`config.mk`:
```
export PLATFORM = sky130hd
export DESIGN_NAME = tracker_point_list_reader_unit
export DESIGN_NICKNAME = d
export VERILOG_FILES = /design/src/design/tplr_pkg.sv /design/src/design/tracker_point_list_reader_unit.sv /design/src/design/tplr_core.sv /design/src/design/tplr_outq.sv
export SDC_FILE = /design/constraint.sdc
export NUM_CORES = 1
export LEC_CHECK = 0
export ABC_AREA = 1
export BUFFER_PORTS_ARGS = -buffer_cell sky130_fd_sc_hd__buf_2
export CAP_MARGIN = 20
export CORE_AREA = 5 5 205 207
export DETAILED_ROUTE_END_ITERATION = 7
export DIE_AREA = 0 0 210 212
export GPL_TIMING_DRIVEN = 0
export MAX_ROUTING_LAYER = met4
export PLACE_DENSITY = 0.67
export SETUP_SLACK_MARGIN = 0.4
export SYNTH_ARGS = -nofsm -noshare
export SYNTH_HDL_FRONTEND = slang
export SYNTH_SLANG_ARGS = --single-unit
```
`constraint.sdc`:
```
create_clock -name clk -period 8.25 [get_ports clk]
set_input_delay 0.4125 -clock clk [delete_from_list [all_inputs] [get_ports clk]]
set_output_delay 0.4125 -clock clk [all_outputs]
set_load 0.005 [all_outputs]
```
`src/design/tplr_pkg.sv`:
```
package tplr_pkg;

	localparam int MaxEntries = 253;
	localparam int QDepth = 4;
	localparam int QPtrW = $clog2(QDepth);

	typedef enum logic [1:0] {
		RK_POINT   = 2'd0,
		RK_DONE    = 2'd1,
		RK_LOST    = 2'd2,
		RK_SKIPPED = 2'd3
	} rkind_t;

	typedef enum logic [1:0] {
		ST_OK       = 2'd0,
		ST_NONE     = 2'd1,
		ST_OVERFLOW = 2'd2
	} status_t;

	typedef enum logic [1:0] {
		REG_RATE     = 2'd0,
		REG_X_OFFSET = 2'd1,
		REG_Y_OFFSET = 2'd2
	} reg_idx_t;

	typedef struct packed {
		logic        kind;
		logic        overflow_in;
		logic        field_in;
		logic [15:0] mem_word;
		logic        hor_lsb;
	} item_t;

	typedef struct packed {
		rkind_t      result_kind;
		logic [7:0]  x_pos;
		logic [7:0]  y_pos;
		logic [7:0]  point_count;
		status_t     status;
		logic        interlace_field;
		logic        diode_select;
		logic [31:0] lost_fields;
		logic        last_of_run;
	} result_t;

	// up to two results produced by one item, slot 0 first
	typedef struct packed {
		logic [1:0] n;
		result_t    r0;
		result_t    r1;
	} push_t;

	typedef struct packed {
		logic [7:0] rate;
		logic [7:0] x_offset;
		logic [7:0] y_offset;
		logic       rate_wr;
	} cfg_t;

endpackage

```
`src/design/tracker_point_list_reader_unit.sv`:
```
// Tracker point list reader. Sync events (tuser 0) pick sampled or skipped
// fields from the rate register; memory words (tuser 1) of a sampled field are
// decoded into corrected points, dropped when x leaves 0..255. Each input item
// passes one input register, then combinational decode into a 4-entry result
// queue; an item is accepted every cycle while the queue has two free slots.
// Results leave at one per cycle while m_axis_tready is high, so an item giving
// two results (a kept point on the last entry) can hold back the input side.
// Items reach tvalid via input register and queue; configuration is always ready.
module tracker_point_list_reader_unit (
	input  logic        clk,
	input  logic        arst_n,
	input  logic        cfg_valid,
	output logic        cfg_ready,
	input  logic [1:0]  cfg_index,
	input  logic [7:0]  cfg_data,
	input  logic        s_axis_tvalid,
	output logic        s_axis_tready,
	input  logic [23:0] s_axis_tdata,  // overflow_in, field_in, mem_word[15:0], hor_lsb, pad
	input  logic        s_axis_tuser,  // kind
	output logic        m_axis_tvalid,
	input  logic        m_axis_tready,
	output logic [63:0] m_axis_tdata,  // x_pos, y_pos, point_count, status, interlace_field,
	                                   // diode_select, lost_fields[31:0], pad
	output logic [1:0]  m_axis_tuser,  // result_kind
	output logic        m_axis_tlast
);
	import tplr_pkg::*;

	logic [7:0] rate_q, xoff_q, yoff_q;
	logic       cfg_wr;
	cfg_t       cfg;
	item_t      item;
	push_t      push;
	logic       room;
	result_t    res;

	assign cfg_ready = 1'b1;
	assign cfg_wr    = cfg_valid && cfg_ready;

	always_ff @(posedge clk or negedge arst_n) begin
		if (!arst_n) begin
			rate_q <= 8'd1;
			xoff_q <= 8'd28;
			yoff_q <= 8'd2;
		end else if (cfg_wr) begin
			unique case (cfg_index)
				REG_RATE:     rate_q <= cfg_data;
				REG_X_OFFSET: xoff_q <= cfg_data;
				REG_Y_OFFSET: yoff_q <= cfg_data;
				default:      ;
			endcase
		end
	end

	assign cfg = '{rate: rate_q, x_offset: xoff_q, y_offset: yoff_q,
		rate_wr: cfg_wr && (cfg_index == REG_RATE)};

	assign item = '{kind: s_axis_tuser, overflow_in: s_axis_tdata[0],
		field_in: s_axis_tdata[1], mem_word: s_axis_tdata[17:2],
		hor_lsb: s_axis_tdata[18]};

	tplr_core u_core (
		.clk      (clk),
		.arst_n   (arst_n),
		.cfg      (cfg),
		.in_valid (s_axis_tvalid),
		.in_ready (s_axis_tready),
		.in_item  (item),
		.room     (room),
		.push     (push)
	);

	tplr_outq u_outq (
		.clk       (clk),
		.arst_n    (arst_n),
		.push      (push),
		.room      (room),
		.out_valid (m_axis_tvalid),
		.out_ready (m_axis_tready),
		.out_res   (res)
	);

	assign m_axis_tuser = res.result_kind;
	assign m_axis_tlast = res.last_of_run;
	assign m_axis_tdata = {4'd0, res.lost_fields, res.diode_select, res.interlace_field,
		res.status, res.point_count, res.y_pos, res.x_pos};

endmodule

```
`src/design/tplr_core.sv`:
```
module tplr_core (
	input  logic           clk,
	input  logic           arst_n,
	input  tplr_pkg::cfg_t cfg,
	input  logic           in_valid,
	output logic           in_ready,
	input  tplr_pkg::item_t in_item,
	input  logic           room,
	output tplr_pkg::push_t push
);
	import tplr_pkg::*;

	logic        valid_s1;
	item_t       item_s1;
	logic        adv;

	logic [7:0]  phase_q;
	logic        active_q;
	logic [7:0]  entry_q;
	logic [7:0]  kept_q;
	logic        ovf_q;
	logic        field_q;
	status_t     fstat_q;
	logic        diode_q;
	logic [31:0] lost_q;

	logic        sampled;
	logic [7:0]  phase_inc;
	logic [9:0]  raw_x;
	logic [7:0]  raw_y;
	logic [9:0]  dx;
	logic        keep;
	logic        list_end;
	logic [7:0]  entry_inc;
	logic [7:0]  kept_inc;
	logic        is_lost;
	status_t     fstat;
	logic        word_act;
	result_t     r_pt, r_lost, r_done, r_skip;

	assign adv      = valid_s1 && room;
	assign in_ready = !valid_s1 || adv;

	always_ff @(posedge clk or negedge arst_n) begin
		if (!arst_n) begin
			valid_s1 <= 1'b0;
		end else if (in_ready) begin
			valid_s1 <= in_valid;
		end
	end

	always_ff @(posedge clk) begin
		if (in_ready && in_valid) begin
			item_s1 <= in_item;
		end
	end

	assign sampled   = (phase_q == 8'd0);
	assign phase_inc = phase_q + 8'd1;
	assign raw_x     = {1'b0, item_s1.mem_word[15:7]} + {9'd0, item_s1.hor_lsb};
	assign raw_y     = item_s1.mem_word[7:0];
	assign dx        = raw_x - {2'b00, cfg.x_offset};
	assign keep      = (raw_x >= {2'b00, cfg.x_offset}) && (dx[9:8] == 2'b00);
	assign list_end  = (raw_y == 8'd0) && !ovf_q;
	assign entry_inc = entry_q + 8'd1;
	assign kept_inc  = kept_q + 8'd1;
	assign is_lost   = entry_inc >= 8'(MaxEntries);
	assign word_act  = item_s1.kind && active_q;

	always_comb begin
		fstat = fstat_q;
		if (entry_q == 8'd0) begin
			if (ovf_q) begin
				fstat = ST_OVERFLOW;
			end else if (raw_y == 8'd0) begin
				fstat = ST_NONE;
			end else begin
				fstat = ST_OK;
			end
		end
	end

	always_comb begin
		r_pt = '{result_kind: RK_POINT, x_pos: dx[7:0], y_pos: raw_y - cfg.y_offset,
			point_count: kept_inc, status: fstat, interlace_field: field_q,
			diode_select: diode_q, lost_fields: lost_q, last_of_run: !is_lost};
		r_lost = '{result_kind: RK_LOST, x_pos: 8'd0, y_pos: 8'd0,
			point_count: keep ? kept_inc : kept_q, status: fstat,
			interlace_field: field_q, diode_select: diode_q,
			lost_fields: lost_q + 32'd1, last_of_run: 1'b1};
		r_done = '{result_kind: RK_DONE, x_pos: 8'd0, y_pos: 8'd0,
			point_count: kept_q, status: fstat, interlace_field: field_q,
			diode_select: !diode_q, lost_fields: lost_q, last_of_run: 1'b1};
		r_skip = '{result_kind: RK_SKIPPED, x_pos: 8'd0, y_pos: 8'd0,
			point_count: 8'd0, status: ST_OK, interlace_field: field_q,
			diode_select: diode_q, lost_fields: lost_q, last_of_run: 1'b1};
	end

	always_comb begin
		push.n  = 2'd0;
		push.r0 = r_skip;
		push.r1 = r_lost;
		if (adv) begin
			if (!item_s1.kind) begin
				if (!sampled) begin
					push.n = 2'd1;
				end
			end else if (active_q) begin
				if (list_end) begin
					push.n  = 2'd1;
					push.r0 = r_done;
				end else if (keep) begin
					push.n  = is_lost ? 2'd2 : 2'd1;
					push.r0 = r_pt;
				end else if (is_lost) begin
					push.n  = 2'd1;
					push.r0 = r_lost;
				end
			end
		end
	end

	always_ff @(posedge clk or negedge arst_n) begin
		if (!arst_n) begin
			phase_q  <= 8'd0;
			active_q <= 1'b0;
			entry_q  <= 8'd0;
			kept_q   <= 8'd0;
			ovf_q    <= 1'b0;
			field_q  <= 1'b0;
			fstat_q  <= ST_OK;
			diode_q  <= 1'b0;
			lost_q   <= 32'd0;
		end else if (cfg.rate_wr) begin
			phase_q <= 8'd0;
		end else if (adv) begin
			if (!item_s1.kind) begin
				phase_q <= (phase_inc >= cfg.rate) ? 8'd0 : phase_inc;
				kept_q  <= 8'd0;
				if (sampled) begin
					active_q <= 1'b1;
					entry_q  <= 8'd0;
					ovf_q    <= item_s1.overflow_in;
					field_q  <= item_s1.field_in;
					fstat_q  <= ST_OK;
				end else begin
					active_q <= 1'b0;
				end
			end else if (word_act) begin
				fstat_q <= fstat;
				if (list_end) begin
					active_q <= 1'b0;
					diode_q  <= !diode_q;
				end else begin
					entry_q <= entry_inc;
					if (keep) begin
						kept_q <= kept_inc;
					end
					if (is_lost) begin
						active_q <= 1'b0;
						lost_q   <= lost_q + 32'd1;
					end
				end
			end
		end
	end

	a_pair: assert property (@(posedge clk) disable iff (!arst_n)
		push.n == 2'd2 |-> push.r0.result_kind == RK_POINT && push.r1.result_kind == RK_LOST)
		else $error("two results must be a point followed by a lost field");

	a_last: assert property (@(posedge clk) disable iff (!arst_n)
		push.n == 2'd1 |-> push.r0.last_of_run)
		else $error("single result not marked last");

	a_entry: assert property (@(posedge clk) disable iff (!arst_n)
		active_q |-> entry_q < 8'(MaxEntries))
		else $error("entry index ran past the list length");

	a_room: assert property (@(posedge clk) disable iff (!arst_n)
		push.n != 2'd0 |-> room)
		else $error("results pushed without queue room");

endmodule

```
`src/design/tplr_outq.sv`:
```
module tplr_outq (
	input  logic              clk,
	input  logic              arst_n,
	input  tplr_pkg::push_t   push,
	output logic              room,
	output logic              out_valid,
	input  logic              out_ready,
	output tplr_pkg::result_t out_res
);
	import tplr_pkg::*;

	result_t mem [QDepth];
	logic [QPtrW-1:0] wp_q, rp_q;
	logic [QPtrW:0]   cnt_q;
	logic             pop;

	assign out_valid = (cnt_q != '0);
	assign pop       = out_valid && out_ready;
	assign room      = cnt_q <= (QPtrW+1)'(QDepth - 2);
	assign out_res   = mem[rp_q];

	always_ff @(posedge clk) begin
		if (push.n != 2'd0) begin
			mem[wp_q] <= push.r0;
		end
		if (push.n == 2'd2) begin
			mem[wp_q + QPtrW'(1)] <= push.r1;
		end
	end

	always_ff @(posedge clk or negedge arst_n) begin
		if (!arst_n) begin
			wp_q  <= '0;
			rp_q  <= '0;
			cnt_q <= '0;
		end else begin
			wp_q  <= wp_q + QPtrW'(push.n);
			if (pop) begin
				rp_q <= rp_q + QPtrW'(1);
			end
			cnt_q <= cnt_q + (QPtrW+1)'(push.n) - (QPtrW+1)'(pop);
		end
	end

	a_cnt: assert property (@(posedge clk) disable iff (!arst_n)
		cnt_q <= (QPtrW+1)'(QDepth))
		else $error("output queue overfilled");

	a_ptr: assert property (@(posedge clk) disable iff (!arst_n)
		wp_q == rp_q + cnt_q[QPtrW-1:0])
		else $error("queue pointers disagree with fill count");

endmodule

```
==> results of run 1 <==
-- sequential cells by signal, indices dropped and copies added (netlist names) --
name and flops:
u_outq.mem 252, u_core.lost_q 32, u_core.item_s1 20, rate_q 8, u_core.entry_q 8, u_core.kept_q 8
u_core.phase_q 8, xoff_q 8, yoff_q 8, u_outq.cnt_q 3, u_core.fstat_q 2, u_outq.rp_q 2
u_outq.wp_q 2, u_core.active_q 1, u_core.diode_q 1, u_core.field_q 1, u_core.ovf_q 1, u_core.valid_s1 1
-- what timing repair did --
action / 4_1_cts / 5_1_grt
hold endpoints to repair: 24 / 0
endpoints found under the setup margin: 0 / 0
hold buffers: 1 / 0
-- worst max path at each step --
stage | startpoint | end | slack (ns)
final | u_core.item_s1[8] | u_outq.mem[0][61] | 2.73
after global routing | u_core.item_s1[8] | u_outq.mem[0][61] | 2.35
after CTS | u_core.item_s1[8] | u_outq.mem[0][61] | 2.78
after floorplan | u_core.item_s1[8] | u_outq.mem[2][34] | 3.43
after detailed placement | u_core.item_s1[8] | u_outq.mem[0][61] | 2.81
after global placement | u_core.item_s1[8] | u_outq.mem[2][34] | 1.70
-- power by group --
| group | internal [mW] | switching [mW] | leakage [nW] |
|---|---|---|---|
| sequential | 2.15 | 0.131 | 3.69 |
| clock | 1.09 | 0.788 | 0.651 |
| combinational | 0.734 | 1.61 | 5.51 |
| total | 3.97 | 2.53 | 9.85 |
-- cell type report --
class,instances,area (sq um)
fill,3711,17800
sequential,366,9770
multi-input combinational,1668,8510
clock buffer,58,1190
inverter,219,827
tap,532,666
buffer,121,619
timing repair buffer,105,611
clock inverter,20,186
-- cells in the mapped netlist (all sizes together), types with 2 or more instances --
master  instances  area (sq um)
nor3           28           161
o22ai          82           513
buf            52           360
ha             38           475
a31oi           4          25.0
nor4            4          25.0
dfstp           5           131
inv           213           805
o21ai         292          1480
nor2          210           852
o211ai        114           856
conb            2          7.51
xor2           50           438
edfxtp        196          5890
nand3b          2          15.0
nand2         629          2400
nand4          17           113
clkinv          6          22.5
dfxtp          76          1520
fa              3          60.1
nand3         142           758
or2             7          51.3
a21oi          27           139
dfrtp          89          2230
xnor2           6          52.6
mux2            2          22.5
clkbuf         69           259
-- per-stage QoR --
step	worst slack, ns	hold slack, ns	instances
2_1_floorplan	3.43	0.117	2374
3_3_place_gp	1.70	0.433	3005
3_5_place_dp	2.81	0.372	3010
4_1_cts	2.78	0.0101	3089
5_1_grt	2.35	0.0122	3089
6_report	2.73	0.0345	3089
-- cells by family after synthesis --
| logic type | count (synthesis) | synth area share [%] |
|---|---|---|
| simple gates | 1042 | 22.3 |
| compound gates | 522 | 15.4 |
| flops | 366 | 49.6 |
| buf+inv | 340 | 7.34 |
| xor+xnor | 56 | 2.49 |
| fa+ha+maj | 41 | 2.72 |
| other cells | 2 | 0.0381 |
| mux | 2 | 0.114 |
-- worst register-to-register path, stage by stage, from the launching register on --
cell,delay (ns)
edfxtp_1,0.46
ha_1,0.28
ha_1,0.24
nand2_1,0.11
nor2_2,0.06
xor2_1,0.14
ha_1,0.36
a21oi_1,0.20
nand3_1,0.17
nand2_1,0.15
nand3_2,0.22
nand3_4,0.26
inv_1,0.11
ha_1,0.29
nor2_1,0.11
o21ai_1,0.07
nand2_1,0.28
nand2_1,0.18
nor2_4,0.35
inv_2,0.20
nand2_4,0.61
inv_4,0.19
buf_6,0.22
nand2_1,0.06
o21ai_1,0.06
-- layer usage --
layer / part of all wire [%] / vias up / wire length (um) / GRT usage (%)
li1: - / 8340 / - / -
met2: 44 / 841 / 26800 / 41.5
met1: 44 / 8344 / 27000 / 39.8
met3: 9.3 / 117 / 5660 / 4.43
met4: 2.3 / 0 / 1400 / 7.20
met5: 0 / - / 0 / -
==> results.cfg, run 1 <==
[grt]
grt_max_degree = 66
remaining_overflow_grt = 0
grt_use_total_pct = 27.7
grt_first_pass_wirelength_mm = 95.0
antenna_violations_before_repair = 0
vias_in_the_first_global_route = 16839

[clock_tree]
cts_root_buf = clkbuf_16
clockBufferDepth = 3
clk_latency_ns = 0.56
numClockSinks = 366
cts.repair.resized = 0
clock_tree_from_tritoncts = done
cts.htree.levels = 2
clk_pin_slew_ns = 0.06
cts.repair_timing.setup_buffer_count = 0
tritoncts.num_buffers = 42

[power]
leakage_nw = 9.85
highest_ir_drop_seen_on_vdd_v = 0.000172
design_power_total_mw = 6.50
power_per_cell_area_nw_per_um2 = 291

[synth]
ys_seq_area_share_pct = 49.6
synth_area_sq_um = 19700
postSynth.topFlopCell = edfxtp_1
synth_enable_flop_cells = 196
synth_seq_cells = 366
postSynth.asyncResetShare_pct = 25.7
synthesis.yosys.warnings = 0
synthCells = 2371
post_synth_num_cell_types = 52
syn_area_per_cell_sq_um = 8.31

[timing]
worst_slew_margin_rel_pct = 30.2
fmax_mhz = 181
final_hold_viol_count = 0
slew_violations = 0
worst_slew_pin_slew_ns = 1.04
final_period_minus_worst_setup_slack_ns = 5.52
finalClockSkew_ns = 0.0197
setup_viol = 0
unrepaired_setup_endpoints_after_global_routing = no
final_min_period_over_clock_period_pct = 66.9
final.setup.tns_ns = 0

[floorplan]
die-area_sq_um = 44500
floorplan.rows = 74
floorplan.initialDensity_pct = 49.0
die_y_extent_um = 212
die_width_um = 210
floorplan.io_pins = 110
core_area_sq_um = 40200

[place]
hpwl_mm = 44.5
port_buffers = 99
gp_congestion = 0.975
postPlaceCellArea_sq_um = 21000

[routing]
detailedRoute.firstIterationViolations = 1655
number_of_vias_in_the_routed_layout = 17642
drt_pre_antenna_iters = 6
detail-route-antenna-nets = 0
vias_per_cell = 5.71
detail_route.drc_violations = 0
routed_wire_length_mm = 60.8
routed_wl_per_cell_um = 19.7

[worst_setup_path]
cp_data_required_time_ns = 8.67
worstPathMaxFanout = 47
critical_path_cell_count = 24
crit_type = flop to flop
slowest_stage = nand2_4
cp_cell_sequence = ha_1 -> ha_1 -> nand2_1 -> nor2_2 -> xor2_1 -> ha_1 -> a21oi_1 -> nand3_1 -> nand2_1 -> nand3_2 -> nand3_4 -> inv_1 -> ha_1 -> nor2_1 -> o21ai_1 -> nand2_1 -> nand2_1 -> nor2_4 -> inv_2 -> nand2_4 -> inv_4 -> buf_6 -> nand2_1 -> o21ai_1
regToRegStartpoint = u_core.item_s1[8]
r2r_end = u_outq.mem[0][61]
cp_slowest_stage_delay_ns = 0.61
crit_arrival_ns = 5.93
worst_setup_path_start_kind = flop
worst_path_most_repeated_cell = nand2_1
path_buf_inv = 4
critPathCaptureType = flop
timing.critical_path.max_delay_family = simple AND/OR/NAND/NOR gates
timing.reg2reg.worst_path_depth = 24
reg2reg_slack_ns = 2.73

[final_layout]
most-common-layout-cells = 614 x nand2_1, 266 x o21ai_0, 199 x inv_1, 199 x nor2_1, 196 x edfxtp_1
mostFrequentLayoutCell = nand2_1
antenna_cells = 0
num-nets-final = 2604
area_growth_syn_to_layout_pct = 13.6
fin_util_pct = 55.7
fin_area_sq_um = 22400
drive_above_1_share_pct = 11.3

[status]
outcome = complete, no violations

[min_path]
whs_path_depth = 1
hold_path_startpoint = s_axis_tdata[13]
min_to = u_core.item_s1[12]
min_delay_worst_type = input pin to flop

[run]
cap_violations = 0
(Power assumes the default switching activity.)
==> run 2: changes to the inputs <==
==> constraint.sdc (replaced) <==
create_clock -name clk -period 5.71 [get_ports clk]
set_input_delay 0.2855 -clock clk [delete_from_list [all_inputs] [get_ports clk]]
set_output_delay 0.2855 -clock clk [all_outputs]
set_load 0.005 [all_outputs]
==> run 2 against run 1 <==
Wire length increased by 1.7%. Non-clock buffer count increased by 29. Count of clock-buffer cells in the layout unchanged. Hold slack improved by 0.0087 ns. Die area unchanged. Sequential power increased by 45%. Design area increased by 1.6%. Global-route usage increased by 0.19 points. Utilization increased by 0.90 points. Largest power group unchanged. Clock power increased by 45%.
==> results.cfg, run 2 (synthesis gave the netlist of run 1 again) <==
[clock_tree]
clock_tree_from_tritoncts = done
tritoncts.num_buffers = 42
clockBufferDepth = 3
cts_root_buf = clkbuf_16
clk_pin_slew_ns = 0.06
numClockSinks = 366
clk_latency_ns = 0.57
cts.htree.levels = 2

[final_layout]
antenna_cells = 0
fin_util_pct = 56.6
regMostFlops = u_outq.mem
area_growth_syn_to_layout_pct = 15.4
mostFrequentLayoutCell = nand2_1
most-common-layout-cells = 612 x nand2_1, 266 x o21ai_0, 199 x inv_1, 199 x nor2_1, 196 x edfxtp_1
largest_registers = u_outq.mem: 252 flops, u_core.lost_q: 32 flops, u_core.item_s1: 20 flops
final-instance-count-excl-fill = 3120
num-nets-final = 2635
drive_above_1_share_pct = 11.3
largest_register_ff_count = 252

[power]
leakage_nw = 10.0
sw_frac_of_total_pct = 39.0
power_per_cell_area_nw_per_um2 = 415
internal_power_mw = 5.75
share_clk_of_total_power_pct = 28.7
net-switching-power_mw = 3.68
highest_ir_drop_seen_on_vdd_v = 0.000252
sequentialPowerShare_pct = 35.0
part_of_the_power_in_combinational_logic_pct = 36.3

[worst_setup_path]
path_buf_inv = 3
timing.reg2reg.worst_path_depth = 22
cp_data_required_time_ns = 6.13
critPathCaptureType = flop
cp_cell_sequence = ha_1 -> ha_1 -> nand2_1 -> nor2_2 -> xor2_1 -> ha_1 -> a21oi_1 -> nand3_1 -> nand2_1 -> nand3_2 -> nand3_4 -> inv_1 -> ha_1 -> nor2_1 -> o21ai_1 -> nand2_2 -> nand2_2 -> nand2_2 -> inv_2 -> buf_2 -> o211ai_1 -> nand2_1
cp_slowest_stage_delay_ns = 0.46
slowest_stage = edfxtp_1
worst_path_most_repeated_cell = ha_1
timing.critical_path.max_delay_family = simple AND/OR/NAND/NOR gates
crit_type = flop to flop
worst_setup_path_start_kind = flop
worstPathMaxFanout = 10
critical_path_cell_count = 22
crit_arrival_ns = 5.41

[routing]
vias_per_cell = 5.70
detailedRoute.firstIterationViolations = 1691
routed_wire_length_mm = 61.8
number_of_vias_in_the_routed_layout = 17776
detail-route-antenna-nets = 0
routed_wl_per_cell_um = 19.8
detail_route.drc_violations = 0
drt_pre_antenna_iters = 5

[timing]
final_period_minus_worst_setup_slack_ns = 4.99
worst_slew_pin_slew_ns = 1.04
worst_slew_margin_rel_pct = 29.6
final_min_period_over_clock_period_pct = 87.3
slew_violations = 0
finalClockSkew_ns = 0.0179
whs_ns = 0.0432
setup_viol = 0
fmax_mhz = 201
final_hold_viol_count = 0
final.setup.tns_ns = 0
unrepaired_setup_endpoints_after_global_routing = yes

[min_path]
min_delay_worst_type = input pin to flop
whs_path_depth = 3

[grt]
antenna_violations_before_repair = 0
grt_use_total_pct = 27.9
remaining_overflow_grt = 0
vias_in_the_first_global_route = 16939
grt_first_pass_wirelength_mm = 95.7
grt_max_degree = 66

[place]
gp_congestion = 0.975
port_buffers = 99
place_inst = 3010
hpwl_mm = 44.5

[floorplan]
die_width_um = 210
floorplan.io_pins = 110
die-area_sq_um = 44500
floorplan.rows = 74
floorplan.initialDensity_pct = 49.0
core_area_sq_um = 40200
die_y_extent_um = 212

[status]
outcome = complete, no violations

[run]
cap_violations = 0
## run 2: changes by cell type in the layout (fill, tap and decap cells not counted), sizes merged
cell,delta
dlygate4sd3,+28
buf,+1
nand2,+2
## run 2: power groups by stage
stage               Clock [mW]  Combinational (mW)  Sequential [mW]
floorplan                    0                2.03             3.29
global placement             0                3.26             3.34
detailed placement           0                3.34             3.35
CTS                       2.73                3.38             3.30
global route              2.86                3.78             3.33
finish                    2.71                3.42             3.30
## run 2: worst register-to-register path, cell delays in order (launching register included)
cell and delay, ns:
edfxtp_1 0.46, ha_1 0.28, ha_1 0.24, nand2_1 0.12, nor2_2 0.06, xor2_1 0.14, ha_1 0.36, a21oi_1 0.20
nand3_1 0.17, nand2_1 0.14, nand3_2 0.21, nand3_4 0.26, inv_1 0.11, ha_1 0.29, nor2_1 0.04, o21ai_1 0.16
nand2_2 0.17, nand2_2 0.18, nand2_2 0.30, inv_2 0.33, buf_2 0.37, o211ai_1 0.17, nand2_1 0.09
## run 2: what timing repair did
action,CTS,global route
resized for setup,2,5
endpoints found under the setup margin,16,125
hold buffers,29,0
buffers inserted,0,1
hold endpoints to repair,60,0
pin swaps,0,2
cloned,0,2
## run 2: final timing paths
kind / start / end / slack, ns
hold / removal: cfg_data[0] / rate_q[0] / 0.04
setup / recovery: u_core.item_s1[8] / u_outq.mem[0][5] / 0.72
hold reg to reg: u_outq.mem[2][50] / u_outq.mem[2][50] / 0.46
max in group asynchronous: arst_n / u_core.lost_q[28] / 4.81
min in group asynchronous: arst_n / yoff_q[4] / 0.21
setup reg to reg: u_core.item_s1[8] / u_outq.mem[0][5] / 0.72
## run 2: metrics by stage
stage / cell area [sq um] / total power, mW / setup slack [ns]
finish: 22700 / 9.43 / 0.723
global route: 22700 / 9.96 / 0.394
global placement: 20900 / 6.60 / -0.837
detailed placement: 21000 / 6.69 / 0.269
CTS: 22700 / 9.40 / 0.514
floorplan: 19700 / 5.32 / 0.894
## run 2: per-layer routing
| metal | track usage (%) | vias up | share of wire, % |
|---|---|---|---|
| li1 | - | 8416 | - |
| met1 | 39.9 | 8394 | 44 |
| met2 | 42.1 | 849 | 44 |
| met3 | 4.43 | 117 | 9.8 |
| met4 | 7.36 | 0 | 2.4 |
| met5 | - | - | 0 |
## run 2: layout make-up
class	instances	area (sq um)
fill	3668	17400
inverter	219	827
timing repair buffer	134	911
multi-input combinational	1670	8570
clock buffer	58	1190
tap	532	666
clock inverter	20	186
sequential	366	9770
buffer	121	619
==> run 3: changes to the inputs <==
--- a/config.mk
+++ b/config.mk
@@ -8,12 +8,14 @@
 export ABC_AREA = 1
 export BUFFER_PORTS_ARGS = -buffer_cell sky130_fd_sc_hd__buf_2
 export CAP_MARGIN = 20
-export CORE_AREA = 5 5 205 207
+export CELL_PAD_IN_SITES_DETAIL_PLACEMENT = 2
+export CELL_PAD_IN_SITES_GLOBAL_PLACEMENT = 2
+export CORE_AREA = 5 5 234 236
 export DETAILED_ROUTE_END_ITERATION = 7
-export DIE_AREA = 0 0 210 212
+export DIE_AREA = 0 0 239 241
 export GPL_TIMING_DRIVEN = 0
 export MAX_ROUTING_LAYER = met4
-export PLACE_DENSITY = 0.67
+export PLACE_DENSITY_LB_ADDON = 0.1
 export SETUP_SLACK_MARGIN = 0.4
 export SYNTH_ARGS = -nofsm -noshare
 export SYNTH_HDL_FRONTEND = slang
==> run 3 against run 2 <==
Count of clock-buffer cells in the layout is 2 higher. Combinational power is 13% higher. Worst setup slack got worse by 0.20 ns. Total power up 7.7%. Sequential cell count is the same. Via count is 4.2% higher. Critical path type unchanged. Largest cell class unchanged.
==> results.cfg, run 3 (synthesis gave the netlist of run 1 again) <==
[clock_tree]
clk_latency_ns = 0.59
tritoncts.num_buffers = 44
clk_pin_slew_ns = 0.06
numClockSinks = 366
cts.htree.levels = 2
cts_root_buf = clkbuf_16
clock_tree_from_tritoncts = done
clockBufferDepth = 3

[final_layout]
antenna_cells = 0
largest_register_ff_count = 252
largest_registers = u_outq.mem: 252 flops, u_core.lost_q: 32 flops, u_core.item_s1: 20 flops
num-nets-final = 2644
drive_above_1_share_pct = 12.1
regMostFlops = u_outq.mem
mostFrequentLayoutCell = nand2_1
final-instance-count-excl-fill = 3285
area_growth_syn_to_layout_pct = 17.6
num-fill-cells = 5814
fin_util_pct = 44.4
most-common-layout-cells = 612 x nand2_1, 266 x o21ai_0, 199 x inv_1, 199 x nor2_1, 196 x edfxtp_1

[timing]
final_hold_viol_count = 0
worst_slew_margin_rel_pct = 40.2
setup_viol = 0
worst_slack_ns = 0.527
unrepaired_setup_endpoints_after_global_routing = no
slew_violations = 0
final_min_period_over_clock_period_pct = 90.8
worst_slew_pin_slew_ns = 0.889
fmax_mhz = 193
finalClockSkew_ns = 0.0249
final_period_minus_worst_setup_slack_ns = 5.18

[power]
highest_ir_drop_seen_on_vdd_v = 0.000238
leakage_nw = 10.2
power_per_cell_area_nw_per_um2 = 438

[floorplan]
die_width_um = 239
floorplan.initialDensity_pct = 37.7
floorplan.rows = 84
die_y_extent_um = 241
floorplan.io_pins = 110
die-area_sq_um = 57600
core_area_sq_um = 52200

[routing]
detail-route-antenna-nets = 0
detail_route.drc_violations = 0
routed_wire_length_mm = 85.7
detailedRoute.firstIterationViolations = 1225
drt_pre_antenna_iters = 5
vias_per_cell = 5.64
routed_wl_per_cell_um = 26.1
number_of_vias_in_the_routed_layout = 18521

[worst_setup_path]
worstPathMaxFanout = 10
reg2reg_slack_ns = 0.53
critPathCaptureType = flop
crit_path_start = u_core.item_s1[8]
r2r_end = u_outq.mem[1][37]
crit_path_end = u_outq.mem[1][37]
crit_type = flop to flop
crit_arrival_ns = 5.46
timing.reg2reg.worst_path_depth = 22
cp_data_required_time_ns = 5.99
regToRegStartpoint = u_core.item_s1[8]
worst_setup_path_start_kind = flop

[place]
hpwl_mm = 58.4
port_buffers = 99
place_inst = 3164
detailedPlace.worstSlack_ns = -0.196
gp_congestion = 0.926

[grt]
antenna_violations_before_repair = 1
grt_max_degree = 56
grt_first_pass_wirelength_mm = 128
vias_in_the_first_global_route = 20208
grt_use_total_pct = 30.1
remaining_overflow_grt = 0

[run]
cap_violations = 0

[min_path]
min_delay_worst_type = input pin to flop
whs_path_depth = 4

[status]
outcome = complete, no violations
## run 3: changes by cell type in the layout (fill, tap and decap cells not counted), sizes merged, moves of 3 or more
cell / delta
bufinv: +3
clkinvlp: -8
clkinv: +6
buf: -3
clkbuf: +10
## run 3: area by class of cell
type,instances,area (sq um),share of cell area (%)
clock inverter,20,253,1.09
tap,688,861,3.71
buffer,121,652,2.81
timing repair buffer,140,908,3.92
clock buffer,60,1240,5.36
inverter,219,836,3.61
sequential,366,9770,42.1
multi-input combinational,1671,8660,37.4
## run 3: routing by layer
layer	track usage, %	wire length (um)	up-vias
met5	-	0	-
met4	7.76	2290	0
met3	5.22	5020	129
met2	49.4	41000	518
met1	39.0	37400	9443
li1	-	-	8431
## run 3: how the worst min path moves through the flow
stage                            startpoint           endpoint  slack [ns]
after global placement    u_outq.mem[0][51]  u_outq.mem[0][51]        0.43
after detailed placement             arst_n          rate_q[4]        0.33
final                             cfg_valid          yoff_q[3]        0.22
after floorplan                      arst_n          rate_q[1]       -0.01
after global routing          m_axis_tready     u_outq.rp_q[1]        0.22
after CTS                         cfg_valid          yoff_q[4]        0.16
## run 3: stage by stage
step	TNS [ns]	hold slack, ns	power (mW)	cell area, sq um
2_1_floorplan	0	-0.0101	5.32	19700
3_5_place_dp	-1.65	0.327	7.01	21100
6_report	0	0.215	10.2	23200
3_3_place_gp	-120.23	0.432	6.80	21100
5_1_grt	0	0.222	10.7	23200
4_1_cts	0	0.156	10.0	23000
## run 3: timing repair
item | 4_1_cts | 5_1_grt
hold buffers | 30 | 0
cloned | 2 | 1
endpoints found under the setup margin | 199 | 399
gates resized for setup | 8 | 40
pin swaps | 3 | 3
buffers inserted | 3 | 4
endpoints found under the hold margin | 69 | 0
## run 3: worst max-delay path, cell delays in order, from the launching register on
cell	delay (ns)
edfxtp_1	0.40
ha_2	0.26
ha_1	0.20
nand2_1	0.11
nor3_1	0.25
xor2_1	0.11
ha_1	0.38
inv_1	0.10
o21bai_1	0.26
nand2_1	0.11
nand2_1	0.12
nor2_4	0.06
nand2_1	0.07
nand2_2	0.14
nand3_4	0.15
inv_1	0.09
ha_1	0.32
nor2_1	0.08
o21ai_1	0.22
nand2_2	0.24
nand2_2	0.35
clkbuf_1	0.60
o21ai_0	0.23
## run 3: where the power goes
| group | switching [mW] | leakage, nW | internal [mW] |
|---|---|---|---|
| Sequential | 0.207 | 3.69 | 3.11 |
| Clock | 1.23 | 0.742 | 1.76 |
| Combinational | 2.71 | 5.73 | 1.14 |
